[src/design/oale_pkg.sv]
// Shared types, constants and helpers for the ordered array list engine.
`timescale 1ns / 1ps

package oale_pkg;

  localparam int CAPACITY    = 128;
  localparam int VALUE_WIDTH = 32;

  localparam int IDX_W  = $clog2(CAPACITY);
  localparam int CNT_W  = $clog2(CAPACITY + 1);
  localparam int POS_W  = 8;
  localparam int CMP_W  = ((CNT_W > POS_W) ? CNT_W : POS_W) + 1;

  localparam int IN_TDATA_W  = 48;
  localparam int OUT_TDATA_W = 56;
  localparam int OUT_BITS    = 50;

  localparam int F_ST  = 0;
  localparam int F_RV  = 2;
  localparam int F_FP  = 34;
  localparam int F_LEN = 42;

  localparam int TREE_FAN = 8;

  function automatic int tree_levels(int n);
    int l;
    int s;
    l = 0;
    s = 1;
    while (s < n) begin
      s = s * TREE_FAN;
      l = l + 1;
    end
    return (l == 0) ? 1 : l;
  endfunction

  localparam int TREE_LVLS   = tree_levels(CAPACITY);
  localparam int TREE_LEAVES = TREE_FAN ** TREE_LVLS;
  localparam int WAIT_W      = $clog2(TREE_LVLS + 1);

  typedef enum logic [2:0] {
    OP_INSERT = 3'd0,
    OP_DELETE = 3'd1,
    OP_FIND   = 3'd2,
    OP_READ   = 3'd3,
    OP_CLEAR  = 3'd4
  } opcode_t;

  typedef enum logic [1:0] {
    ST_OK        = 2'd0,
    ST_BAD_POS   = 2'd1,
    ST_FULL      = 2'd2,
    ST_NOT_FOUND = 2'd3
  } status_t;

  typedef enum logic [1:0] {
    S_IDLE,
    S_CMP,
    S_TREE,
    S_EXEC
  } state_t;

  typedef enum logic [2:0] {
    CMD_HOLD,
    CMD_CMP_POS,
    CMD_CMP_VAL,
    CMD_INS,
    CMD_DEL
  } cell_op_t;

  typedef struct packed {
    cell_op_t               kind;
    logic [IDX_W-1:0]       p;
    logic [VALUE_WIDTH-1:0] v;
    logic [CNT_W-1:0]       cnt;
  } cell_cmd_t;

  typedef struct packed {
    logic                   hit;
    logic [IDX_W-1:0]       idx;
    logic [VALUE_WIDTH-1:0] data;
  } node_t;

  function automatic logic [VALUE_WIDTH-1:0] to_store(logic signed [31:0] v);
    logic signed [63:0] e;
    e = 64'(v);
    return e[VALUE_WIDTH-1:0];
  endfunction

  function automatic logic [31:0] to_out(logic signed [VALUE_WIDTH-1:0] w);
    logic signed [63:0] e;
    e = 64'(w);
    return e[31:0];
  endfunction

endpackage

[src/design/oale_cell.sv]
// One list entry: holds a value, shifts to/from neighbors, flags a match.
`timescale 1ns / 1ps

module oale_cell
  import oale_pkg::*;
(
  input  logic                   clk,
  input  logic [IDX_W-1:0]       idx,
  input  cell_cmd_t              cmd,
  input  logic [VALUE_WIDTH-1:0] left_val,
  input  logic [VALUE_WIDTH-1:0] right_val,
  output logic [VALUE_WIDTH-1:0] val_q,
  output logic                   hit_q
);

  logic [VALUE_WIDTH-1:0] val_r, val_nxt;
  logic                   hit_r, hit_nxt;
  logic                   at_or_above;

  assign at_or_above = (idx >= cmd.p);

  always_comb begin
    val_nxt = val_r;
    hit_nxt = hit_r;
    unique case (cmd.kind)
      CMD_CMP_POS: hit_nxt = (idx == cmd.p);
      CMD_CMP_VAL: hit_nxt = (CNT_W'(idx) < cmd.cnt) && (val_r == cmd.v);
      CMD_INS: begin
        if (at_or_above) begin
          val_nxt = (idx == cmd.p) ? cmd.v : left_val;
        end
      end
      CMD_DEL: begin
        if (at_or_above) begin
          val_nxt = right_val;
        end
      end
      default: ;
    endcase
  end

  always_ff @(posedge clk) begin
    val_r <= val_nxt;
    hit_r <= hit_nxt;
  end

  assign val_q = val_r;
  assign hit_q = hit_r;

endmodule

[config.mk]
export PLATFORM = sky130hd
export DESIGN_NAME = oale_cell
export DESIGN_NICKNAME = d
export VERILOG_FILES = /design/src/design/oale_pkg.sv /design/src/design/oale_cell.sv
export SDC_FILE = /design/constraint.sdc
export NUM_CORES = 1
export LEC_CHECK = 0
export BUFFER_PORTS_ARGS = -buffer_cell sky130_fd_sc_hd__clkbuf_2
export CAP_MARGIN = 5
export CORE_ASPECT_RATIO = 0.9
export CORE_MARGIN = 2
export CORE_UTILIZATION = 46
export DETAILED_ROUTE_END_ITERATION = 6
export PLACE_DENSITY = 0.86
export SLEW_MARGIN = 15
export SYNTH_ARGS = -nofsm -noshare
export SYNTH_HDL_FRONTEND = slang
export SYNTH_SLANG_ARGS = --single-unit
export TNS_END_PERCENT = 30
[constraint.sdc]
create_clock -name clk -period 3.9 [get_ports clk]
set_clock_uncertainty 0.1 [all_clocks]
set_input_delay 0.39 -clock clk [delete_from_list [all_inputs] [get_ports clk]]
set_output_delay 0.39 -clock clk [all_outputs]
set_load 0.01 [all_outputs]
==> implementation parameters <==
Parameter                              Value

Status
  Run status    complete, no violations

Placement
  Detailed placement HPWL    5.162 mm
  Count of input and output buffers    154
  Gpl congestion    ~0.84
  Setup slack at placement    1550 ps

Yosys
  Simple logic cell fraction of the synthesized area    11.01%
  Dominant combinational cell family by area after synthesis    multiplexers
  Synthesized netlist net count    about 370
  Mux share of post-synthesis cell area    13.48%
  Distinct cells, synth    28
  Post-Synth XOR/XNOR Area    roughly an eighth
  Post-synthesis adder-cell area fraction    between 6 and 7%
  Yosys reg bits    33
  Avg Synthesized Cell Area    approximately 10 um^2
  Portion of the post-synthesis area used by sequential elements    41.71%
  Cell Area, Synth    2376 um^2
  Synthesis warning total    0
  Number of standard cells after synthesis    234
  Complex-gate fraction of the synthesized area    10.85%

Final layout
  Area taken by multi-input logic gates    around 1300 um^2
  Most common cell after layout, fill and taps aside    clkbuf_2
  Fraction of final layout cells sized beyond drive strength 1    about 43%
  Number of diodes added for antenna fixing    0
  Layout net count    between 500 and 600
  Most frequent cells in the layout    clkbuf_2 (154), o21ai_0 (34), edfxtp_1 (33), mux2i_1 (32), nand2_1 (32)
  Number of inserted filler cells in the final layout    between 400 and 500
  Synthesis-to-finish area growth    38.92%
  Flip-flop and latch area    approximately 990 um^2

Routing
  Detailed Route Iter0 Violations    89
  DR vias/cell    4.993
  Drc violations    0
  Post-detailed-routing wire length    6.341 mm
  Count of TritonRoute iterations in the first routing pass    4
  WL/cell    about 14 um
  Remaining antenna violation count    0
  Vias    between 2k and 2.5k

Die
  Die Y-Extent    72.18 um
  I/O pin cnt    155
  Standard cell core area    between 4000 and 5000 um^2
  Site row count    24
  Width of the chip    79.76 um
  Area enclosed by the die boundary    5757 um^2
  Initial Util    between 40% and 50%

Critical path
  Critical Path Start    cmd[45]
  Cell count of the worst reg-to-reg path    5
  Launching element type of the critical path    input pin
  Critical path start-end classification    in -> reg
  Worst R2R Setup Slack    2030 ps
  Reg2Reg Launch Point    val_q[27]$_DFFE_PP_
  Endpoint type of the worst setup path    flip-flop
  End point of the critical path    val_q[19]$_DFFE_PP_
  Worst EP arrival    1940 ps
  Required time reported for the critical path endpoint    3800 ps
  Largest fanout on the critical path    33
  RR Endpoint    hit_q$_DFFE_PP_

Clock tree
  TritonCTS clock tree    built
  Clock root buffer    clkbuf_8
  Post-CTS setup buffers    0
  Number of clock buffers inserted by TritonCTS    5
  Post-CTS clock slew at the launch and capture registers of the worst setup and hold paths    70 ps
  Total of hold buffers inserted after clock tree synthesis    0
  Latest clock arrival within the worst-skew pair    280 ps
  Count of H-tree levels built during CTS    2
  Clock sink count    33
  Maximum clock insertion buffer count    2
  Post-cts resize count    0

STA
  Minimum clock period after layout    2039 ps
  Worst slew pin tran    roughly 560 ps
  Number of pins exceeding their max-slew limit in the final report    0
  Setup slack of the critical path after layout    between 1500 and 2000 ps
  Post-Route Setup TNS    0 ps
  Maximum achievable frequency    490.5 MHz
  Hold Violations, Final    0
  Share of the clock period used by the worst path    52.27%
  Setup repair after global routing missed its margin    no
  Relative max-transition margin    62.64%
  Final setup viols    0

Min path
  Kind of path behind the tightest hold check    in -> reg
  Hold Path Cell Cnt    3

Global route
  Via count of the first global-routing pass    2262
  Global-route wire length before repair    9.867 mm
  Final global-route overflow total    0
  All-Layer GR Usage    21.99%
  Largest net degree at the start of global routing    65
  Number of antenna violations at the first check in global routing    0

Job
  Max Cap Viol    0

Pwr
  Cell Pwr Density    272.1 nW/um^2
  Standby leakage power    roughly 1.5 nW
  Worst vdd rail ir drop    164.7 uV
[metrics by stage]
stage               hold WS, ps  area [um^2]  util (%)  power, mW  instances
floorplan                 477.1         2376         -     0.5475        234
global placement          563.0         3219     65.37     0.6584        446
detailed placement        577.3         3219     65.37     0.6669        446
CTS                       283.0         3301     67.02     0.9051        454
global route              284.9         3301     67.02     0.9472        454
finish                    283.2         3301     67.02     0.8982        454
[how the worst min path moves through the flow]
stage / from / endpoint / slack [ps]
global route: right_val[10] / val_q[10]$_DFFE_PP_ / 280
detailed placement: right_val[15] / val_q[15]$_DFFE_PP_ / 580
floorplan: right_val[0] / val_q[0]$_DFFE_PP_ / 480
finish: right_val[16] / val_q[16]$_DFFE_PP_ / 280
CTS: right_val[9] / val_q[9]$_DFFE_PP_ / 280
global placement: right_val[1] / val_q[1]$_DFFE_PP_ / 560
[cells by family (layout without fill, tap and decap cells)]
logic type | after synthesis | in the layout
buffers and inverters | 24 | 179
AND/OR/NAND/NOR | 54 | 54
AO/OA/AOI/OAI | 45 | 45
flip-flops | 33 | 33
multiplexers | 32 | 32
XOR/XNOR | 33 | 33
adder cells (fa/ha/maj) | 13 | 13
[Yosys cell counts]
| cell type | number | area (um^2) |
|---|---|---|
| o21ai_0 | 34 | 170.2 |
| a2111oi_2 | 1 | 15.01 |
| o2111ai_1 | 2 | 17.52 |
| buf_2 | 3 | 15.01 |
| nor2_1 | 2 | 7.510 |
| nand3b_1 | 1 | 7.510 |
| xor2_1 | 15 | 131.4 |
| and3b_2 | 2 | 20.02 |
| or3_1 | 1 | 6.260 |
| a21o_1 | 3 | 22.52 |
| nand4_1 | 5 | 31.28 |
| edfxtp_1 | 33 | 991.0 |
| mux2i_1 | 32 | 320.3 |
| nand2b_1 | 1 | 6.260 |
| clkbuf_1 | 7 | 26.28 |
| nor4_1 | 4 | 25.02 |
| o21a_1 | 1 | 7.510 |
| a21oi_1 | 3 | 15.01 |
| a32o_1 | 1 | 10.01 |
| inv_1 | 14 | 52.55 |
| nor3_1 | 1 | 5.000 |
| nand2_1 | 32 | 120.1 |
| nor3b_1 | 1 | 7.510 |
| nor2_2 | 1 | 6.260 |
| ha_1 | 13 | 162.7 |
| or3b_1 | 1 | 8.760 |
| nand3_1 | 2 | 10.01 |
| xnor2_1 | 18 | 157.7 |
[flip-flops by register name, summed over array words and instances, names as in the netlist]
name   cells
hit_q      1
val_q     32
[layer usage]
metal | share of wire [%] | wire [um] | track usage (%)
met4 | 2.1 | 134 | 8.851
met1 | 40 | 2540 | 25.06
met3 | 7.9 | 501 | 4.229
met2 | 50 | 3165 | 40.52
met5 | 0 | 0 | 0
[critical path: stages]
cell and delay (ps):
clkbuf_2 80, inv_1 40, ha_1 280, nand4_1 180, nor2_4 140, buf_4 480
mux2i_1 250, o21ai_0 100
[cell type report]
type	instances	area share [%]
tap	65	2.464
timing repair buffer	157	24.03
clock inverter	3	0.3791
multi-input combinational	177	39.42
inverter	14	1.592
clock buffer	5	2.085
sequential	33	30.02
[power breakdown]
part	total, mW	internal, mW	leakage (nW)	switching (mW)
Clock	0.241	0.120	0.0430	0.121
Sequential	0.439	0.422	0.297	0.0165
Combinational	0.219	0.111	1.12	0.108
Total	0.898	0.653	1.46	0.245
(Power assumes the default switching activity.)
